## config.mk

```make
export PLATFORM = sky130hd
export DESIGN_NAME = qte_cordic
export DESIGN_NICKNAME = d
export VERILOG_FILES = /design/src/sv/qte_pkg.sv /design/src/sv/qte_cordic.sv
export SDC_FILE = /design/constraint.sdc
export NUM_CORES = 2
export LEC_CHECK = 0
export BUFFER_PORTS_ARGS = -buffer_cell sky130_fd_sc_hd__buf_2
export CAP_MARGIN = 20
export CORE_MARGIN = 2
export CORE_UTILIZATION = 55
export CTS_CLUSTER_SIZE = 25
export DETAILED_ROUTE_END_ITERATION = 8
export GPL_TIMING_DRIVEN = 0
export PLACE_DENSITY_LB_ADDON = 0.3
export SETUP_SLACK_MARGIN = 0.4
export SLEW_MARGIN = 20
export SYNTH_ARGS = -nofsm -noshare
export SYNTH_HDL_FRONTEND = slang
export SYNTH_SLANG_ARGS = --single-unit
```

## constraint.sdc

```tcl
create_clock -name i_clk -period 9.5 [get_ports i_clk]
set_input_delay 0.475 -clock i_clk [delete_from_list [all_inputs] [get_ports i_clk]]
set_output_delay 0.475 -clock i_clk [all_outputs]
set_load 0.02 [all_outputs]
```

## src/sv/qte_pkg.sv

```systemverilog
`timescale 1ns / 1ps
package qte_pkg;

    // Iteration count of each angle CORDIC (8 to 24)
    localparam int CORDIC_STEPS = 16;

    // Datapath widths
    localparam int W_Q    = 16;   // quaternion component, Q14
    localparam int W_P    = 32;   // product of two components, Q28
    localparam int W_S    = 34;   // doubled sum of two products, Q28
    localparam int W_V    = 37;   // CORDIC vector lane, grows by the CORDIC gain
    localparam int W_Z    = 28;   // CORDIC angle accumulator, Q24 radians
    localparam int W_R    = 57;   // square root radicand, up to 2^56
    localparam int W_ROOT = 29;   // square root result, up to 2^28
    localparam int W_A    = 16;   // angle result, Q13 radians
    localparam int W_PA   = 15;   // pitch angle result

    // Square root works two radicand bits per stage
    localparam int SQ_STEPS   = (W_R + 1) / 2;
    localparam int FRONT_LAT  = 4;
    localparam int CORDIC_LAT = CORDIC_STEPS + 2;
    localparam int DEPTH      = FRONT_LAT + SQ_STEPS + CORDIC_LAT;

    localparam logic signed [W_S-1:0] ONE_Q28     = W_S'(64'sd268435456);
    localparam logic signed [W_Z-1:0] HALF_PI_Q24 = W_Z'(64'sd26353589);
    localparam logic signed [W_A-1:0] PI_Q13      = 16'sd25736;
    localparam logic signed [W_A-1:0] HALF_PI_Q13 = 16'sd12868;

    // Sine and cosine terms of the three angles
    typedef struct packed {
        logic signed [W_S-1:0] sr;
        logic signed [W_S-1:0] cr;
        logic signed [W_S-1:0] sp;
        logic signed [W_S-1:0] sy;
        logic signed [W_S-1:0] cy;
        logic                  clamp;
    } t_side;

    // Pitch saturation flags
    typedef struct packed {
        logic clamp;
        logic neg;
    } t_pflag;

    // Elementary angles atan(2^-i) in Q24
    function automatic logic signed [W_Z-1:0] atan_q24(input int i);
        logic signed [W_Z-1:0] v;
        case (i)
            0:       v = W_Z'(64'sd13176795);
            1:       v = W_Z'(64'sd7778716);
            2:       v = W_Z'(64'sd4110060);
            3:       v = W_Z'(64'sd2086331);
            4:       v = W_Z'(64'sd1047214);
            5:       v = W_Z'(64'sd524117);
            6:       v = W_Z'(64'sd262123);
            7:       v = W_Z'(64'sd131069);
            8:       v = W_Z'(64'sd65536);
            9:       v = W_Z'(64'sd32768);
            10:      v = W_Z'(64'sd16384);
            11:      v = W_Z'(64'sd8192);
            12:      v = W_Z'(64'sd4096);
            13:      v = W_Z'(64'sd2048);
            14:      v = W_Z'(64'sd1024);
            15:      v = W_Z'(64'sd512);
            16:      v = W_Z'(64'sd256);
            17:      v = W_Z'(64'sd128);
            18:      v = W_Z'(64'sd64);
            19:      v = W_Z'(64'sd32);
            20:      v = W_Z'(64'sd16);
            21:      v = W_Z'(64'sd8);
            22:      v = W_Z'(64'sd4);
            23:      v = W_Z'(64'sd2);
            default: v = '0;
        endcase
        return v;
    endfunction

endpackage

```

## src/sv/qte_cordic.sv

```systemverilog
`timescale 1ns / 1ps
module qte_cordic import qte_pkg::*; (
    input  logic                  i_clk,
    input  logic                  i_en,
    input  logic signed [W_V-1:0] i_y,
    input  logic signed [W_V-1:0] i_x,
    input  logic                  i_half_range,
    output logic signed [W_A-1:0] o_angle
);

    logic signed [W_V-1:0] r_x [CORDIC_STEPS+1];
    logic signed [W_V-1:0] r_y [CORDIC_STEPS+1];
    logic signed [W_Z-1:0] r_z [CORDIC_STEPS+1];
    logic                  r_zero [CORDIC_STEPS+1];
    logic signed [W_A-1:0] r_angle;

    logic signed [W_V-1:0] n_x0, n_y0;
    logic signed [W_Z-1:0] n_z0, zsum, zq, lim;

    // Fold a vector in the left half plane by a quarter turn
    always_comb begin
        n_x0 = i_x;
        n_y0 = i_y;
        n_z0 = '0;
        if (i_x < 0) begin
            if (i_y >= 0) begin
                n_x0 = i_y;
                n_y0 = -i_x;
                n_z0 = HALF_PI_Q24;
            end else begin
                n_x0 = -i_y;
                n_y0 = i_x;
                n_z0 = -HALF_PI_Q24;
            end
        end
    end

    always_ff @(posedge i_clk) begin
        if (i_en) begin
            r_x[0]    <= n_x0;
            r_y[0]    <= n_y0;
            r_z[0]    <= n_z0;
            r_zero[0] <= (i_x == 0) && (i_y == 0);
        end
    end

    // Vectoring steps: drive y toward zero
    genvar i;
    for (i = 0; i < CORDIC_STEPS; i++) begin : g_step
        logic signed [W_V-1:0] dx, dy;
        assign dx = r_y[i] >>> i;
        assign dy = r_x[i] >>> i;

        always_ff @(posedge i_clk) begin
            if (i_en) begin
                if (r_y[i] >= 0) begin
                    r_x[i+1] <= r_x[i] + dx;
                    r_y[i+1] <= r_y[i] - dy;
                    r_z[i+1] <= r_z[i] + atan_q24(i);
                end else begin
                    r_x[i+1] <= r_x[i] - dx;
                    r_y[i+1] <= r_y[i] + dy;
                    r_z[i+1] <= r_z[i] - atan_q24(i);
                end
                r_zero[i+1] <= r_zero[i];
            end
        end
    end

    // Round to Q13 and saturate
    assign zsum = r_z[CORDIC_STEPS] + W_Z'(1024);
    assign zq   = zsum >>> 11;
    assign lim  = i_half_range ? W_Z'(HALF_PI_Q13) : W_Z'(PI_Q13);

    always_ff @(posedge i_clk) begin
        if (i_en) begin
            if (r_zero[CORDIC_STEPS]) begin
                r_angle <= '0;
            end else if (zq > lim) begin
                r_angle <= W_A'(lim);
            end else if (zq < -lim) begin
                r_angle <= W_A'(-lim);
            end else begin
                r_angle <= W_A'(zq);
            end
        end
    end

    assign o_angle = r_angle;

endmodule

```

Word-level counts from Yosys, hierarchy flattened

Memory sizes are Yosys's and may differ from the RTL's.
Cells that the tools add are included.
W data, S select, Z words.

Register bits: 16
Bits in latches: 0
Memory bits (writable): 1,751
Memory bits (read-only): 0
Bits of input ports: 77
Output and inout port bits: 16
Logic and storage cells: 330
Memories: 4

Memories:

| memory | depth | width | rd ports | clocked after Yosys merged registers in | wr ports | RTL line         | text |
|---|---|---|---|---|---|---|---|
| r_x    | 17    | 37    | 16       | 0                                       | 17       | qte_cordic.sv:11 | `logic signed [W_V-1:0] r_x [CORDIC_STEPS+1];` |
| r_y    | 17    | 37    | 16       | 0                                       | 17       | qte_cordic.sv:12 | `logic signed [W_V-1:0] r_y [CORDIC_STEPS+1];` |
| r_z    | 17    | 28    | 17       | 0                                       | 17       | qte_cordic.sv:13 | `logic signed [W_Z-1:0] r_z [CORDIC_STEPS+1];` |
| r_zero | 17    | 1     | 17       | 0                                       | 17       | qte_cordic.sv:14 | `logic r_zero [CORDIC_STEPS+1];` |

Add/subtract/negate cells: 99
Multiply operators: 0
Div/mod/pow operators: 0
$lt $le $gt $ge: 20
Equal/unequal tests: 0
Shift-type cells: 0
Muxes and demuxes: 155
Bitwise logic cells: 48
Reduce and logical (&&, ||, !) cells: 3

Operators by type and width:

| kind                  | number |
|---|---|
| $mux W37              | 36 |
| $ge A37 B1 Y1 const B | 17 |
| $mux W28              | 18 |
| $mux W1               | 98 |
| $add A37 B22 Y37      | 2 |
| $add A37 B23 Y37      | 2 |
| $add A37 B24 Y37      | 2 |
| $add A37 B25 Y37      | 2 |
| $add A37 B26 Y37      | 2 |
| $add A37 B27 Y37      | 2 |
| $add A37 B28 Y37      | 2 |
| $add A37 B29 Y37      | 2 |
| $add A37 B30 Y37      | 2 |
| $add A37 B31 Y37      | 2 |
| $add A37 B32 Y37      | 2 |
| $add A37 B33 Y37      | 2 |
| $add A37 B34 Y37      | 2 |
| $add A37 B35 Y37      | 2 |
| $add A37 B36 Y37      | 2 |
| $logic_not A37 Y1     | 2 |
| $neg A37 Y37          | 2 |
| $sub A37 B22 Y37      | 2 |
| $sub A37 B23 Y37      | 2 |
| $sub A37 B24 Y37      | 2 |
| 52 further kinds      | 116 |

Depth between registers and ports, before layout

An unclocked memory read counts as a cell.

Depth in word-level cells: 6
Gate-level depth with buffers: 23

Worst setup path before layout

OpenSTA, ideal clock, no wires.

Path type: input-to-reg
From: input port i_en
To: memory r_x[11][36], data pin
Setup time: 0.260 ns
Data arrival time: 4.713 ns
Required time: 9.240 ns
Slack: 4.526 ns
Stages: 19
Buffers on the path: 3
Cells stage by stage: clkbuf_1 > clkbuf_1 > nand2_1 > inv_1 > buf_1 > nor2_1 > xnor2_1 > ha_1 > nor2b_1 > o31ai_1 > a211oi_1 > o31ai_1 > a31oi_1 > and4_1 > o31a_1 > o21a_1 > a41oi_1 > a31oi_1 > xnor2_1

RTL lines:

| what        | RTL line         | text |
|---|---|---|
| from (decl) | qte_cordic.sv:4  | `input logic i_en,` |
| to (decl)   | qte_cordic.sv:11 |  |

==> reports/qor.yml <==
route:
  drc: 0
  firstDrtPassIters: 6
  wl_per_cell_um: 20.0
  routed_wl_mm: 348
  antenna_left: 0
  dr_total_vias: 106000
  vias_per_cell: 6.06
  drtIter0Drc: 9270
placement:
  portBuffers: 92
  place_hpwl_mm: 279
  gp_congestion: 0.986
timing:
  rsz0062_at_grt: "no"
  max_freq_mhz: 127
  period_minus_slack_ns: 7.90
  worst-slew-pin-transition_ns: 1.21
  setup_viol: 0
  slew_headroom_pct: 18.2
  report.final.hold_viol_count: 0
  finalMaxSlewViolations: 0
  fin_crit_sh_pct: 83.2
  worst_clock_skew_ns: 0.0512
critical_path:
  cp_max_fo: 65
  rr_worst_depth: 17
  cp-start-kind: "input pin"
  crit_chain: "buf_8 -> buf_16 -> clkbuf_2 -> clkbuf_2 -> nand2_1 -> inv_1 -> buf_2 -> nor2_1 -> xnor2_1 -> ha_1 -> nor2b_1 -> o31ai_1 -> a211oi_1 -> o31ai_1 -> a31oi_1 -> and4_1 -> o31a_1 -> o21a_1 -> a41oi_1 -> a31oi_1 -> xnor2_1"
  end_kind: "flip-flop"
  slowest_stage: "nand2_1"
  cp.required_ns: 10.08
  arrival_ns: 8.48
  reg2reg_to: "r_x[11][36]"
  crit_buf_inv: 6
  critical_path_class: "input pin to flip-flop"
  path_delay_family: "buffers and inverters"
  rr_startpoint: "r_y[10][36]"
  r2r_slack_ns: 3.27
  max_stage_delay_ns: 0.78
clocking:
  cts_buffers: 170
  cts_sinks: 1498
  clock_latency_ns: 0.85
  cts_tree: "done"
  htree_levels: 4
  clkTransAtPathRegs_ns: 0.06
  cts_root_buf: "clkbuf_16"
  clk_path_buf_depth: 3
  cts_setup_buffers: 0
  cts_resized: 0
die:
  die_area_um2: 239000
  core_area_um2: 233000
  ioPinCount: 93
  die_h_um: 489
  dieWidth_um: 489
  row_count: 177
  start_util_pct: 55.4
yosys:
  syn_inst: 13800
  ys_seq_area_share_pct: 34.8
  synth_area_um2: 129000
  synth_fp_nets: 15400
  synth_largest_area_cell: "edfxtp_1"
  synth_commonest_cells: "edfxtp_1, a21oi_1, ha_1, xnor2_1, nor2_1"
  yosysTopAreaCellShare_pct: 34.8
  async_reset_ff_share_pct: 0
  synth_area_leaders: "edfxtp_1, ha_1, xnor2_1"
  ys.warnings.count: 0
  synth_ff_type: "edfxtp_1"
  synth_edf_count: 1498
  synth.most_common_cell: "edfxtp_1"
  synth.avg_cell_area_um2: 9.35
  ys_types: 82
  ys_seq_elements: 1498
hold_path:
  min_path_type: "input pin to flip-flop"
  whs_endpoint: "r_y[0][22]"
  min-delay-start: "i_y[22]"
  hold_depth: 3
cells_and_area:
  drive_above_1_share_pct: 4.03
  fillers: 20100
  fin_util_pct: 60.3
  nNetsFinal: 15700
  area_growth_pct: 8.75
  multi_input_area_um2: 80700
  seq_area_um2: 45000
global_route:
  track_usage_pct: 28.3
  grt_overflow: 0
  grt_pass1_wl_mm: 539
  grt_pass1_vias: 98300
  grt_max_degree: 66
  antenna_found_initial: 2
status:
  status: "finished clean"
flow_run:
  drv_cap: 0
## cell families after synthesis
group	share of synthesized area, %
AO/OA/AOI/OAI	20.4
XOR/XNOR	13.5
adder cells (fa/ha/maj)	14.4
buffers and inverters	2.74
flip-flops	34.8
multiplexers	0.596
AND/OR/NAND/NOR	13.7
## layout make-up
| class | count | share of cell area, % |
|---|---|---|
| clock inverter | 120 | 1.05 |
| tap | 3132 | 2.79 |
| inverter | 668 | 1.79 |
| buffer | 275 | 0.799 |
| timing repair buffer | 158 | 1.05 |
| sequential | 1498 | 32.0 |
| antenna | 1 | 0.00178 |
| multi-input combinational | 11400 | 57.4 |
| clock buffer | 188 | 3.08 |
## state kept, by name, summed over array words and instances (netlist names)
signal / cells
o_angle: 16
r_x: 541
r_y: 555
r_z: 369
r_zero: 17
## worst reg2reg max path, delay by kind of cell, from the launching register on
kind | cells | cell delay, ns
DFF | 1 | 0.43
xor gates and xnor gates | 2 | 0.56
AOI/OAI and AO/OA | 8 | 2.48
and+or+nand+nor | 4 | 1.16
adders and majority gates | 1 | 0.32
buffers and inverters | 2 | 1.04
## timing repair
action / in CTS / in global routing
hold buffers: 40 / 0
endpoints found under the hold margin: 40 / 0
setup endpoints to repair: 0 / 0
## routing by layer
metal,GRT usage [%],vias up,wire length (um)
met4,13.5,0,18000
met5,0,-,0
met3,3.63,742,22000
met1,36.7,49600,147000
li1,-,51700,-
met2,46.8,3500,161000
## placed cells by master (no fill, tap or decap), types with 40 or more instances in the layout
cell type,instances
a211oi_1,73
nand3_1,226
edfxtp_1,1498
a21o_1,620
nor3_1,286
o21bai_1,179
o21ai_0,869
nor2b_1,179
nand2_1,848
nand4_1,114
nor2_1,1135
nor3b_1,40
dlygate4sd3_1,40
inv_1,661
o21a_1,140
o211ai_1,59
a31oi_1,132
and3_1,113
buf_2,98
or4_1,68
a21boi_0,58
xor2_1,690
or2_2,53
nor4_1,133
or3_1,107
o41ai_1,80
ha_1,1413
o31ai_1,207
clkbuf_1,230
nand2b_1,207
mux2i_1,42
and2_1,51
clkbuf_16,170
a21oi_1,1432
xnor2_1,1294
fa_1,43
## worst max path at each step
stage                     start     endpoint  slack (ns)  cells past startpoint
after floorplan            i_en  r_x[11][36]        4.53                     19
after global placement     i_en  r_x[11][36]       -2.75                     20
after detailed placement   i_en  r_x[11][36]        0.87                     21
after CTS                  i_en  r_x[11][36]        1.73                     21
after global routing       i_en  r_x[11][35]        1.38                     20
final                      i_en  r_x[11][36]        1.60                     21
## metrics by stage
step / setup WS (ns) / cell area [um2] / std cells / hold slack (ns) / TNS (ns)
floorplan: 4.53 / 129000 / 13800 / 0.400 / 0
global placement: -2.75 / 134000 / 17000 / 0.403 / -356.04
detailed placement: 0.871 / 134000 / 17100 / 0.405 / 0
CTS: 1.73 / 140000 / 17400 / 0.000901 / 0
global route: 1.38 / 140000 / 17400 / 0.0301 / 0
finish: 1.60 / 140000 / 17400 / 0.0424 / 0
Power is left out: the tool's default activity adds up to more than one toggle a clock period on the data nets, which glitch-free logic cannot reach.
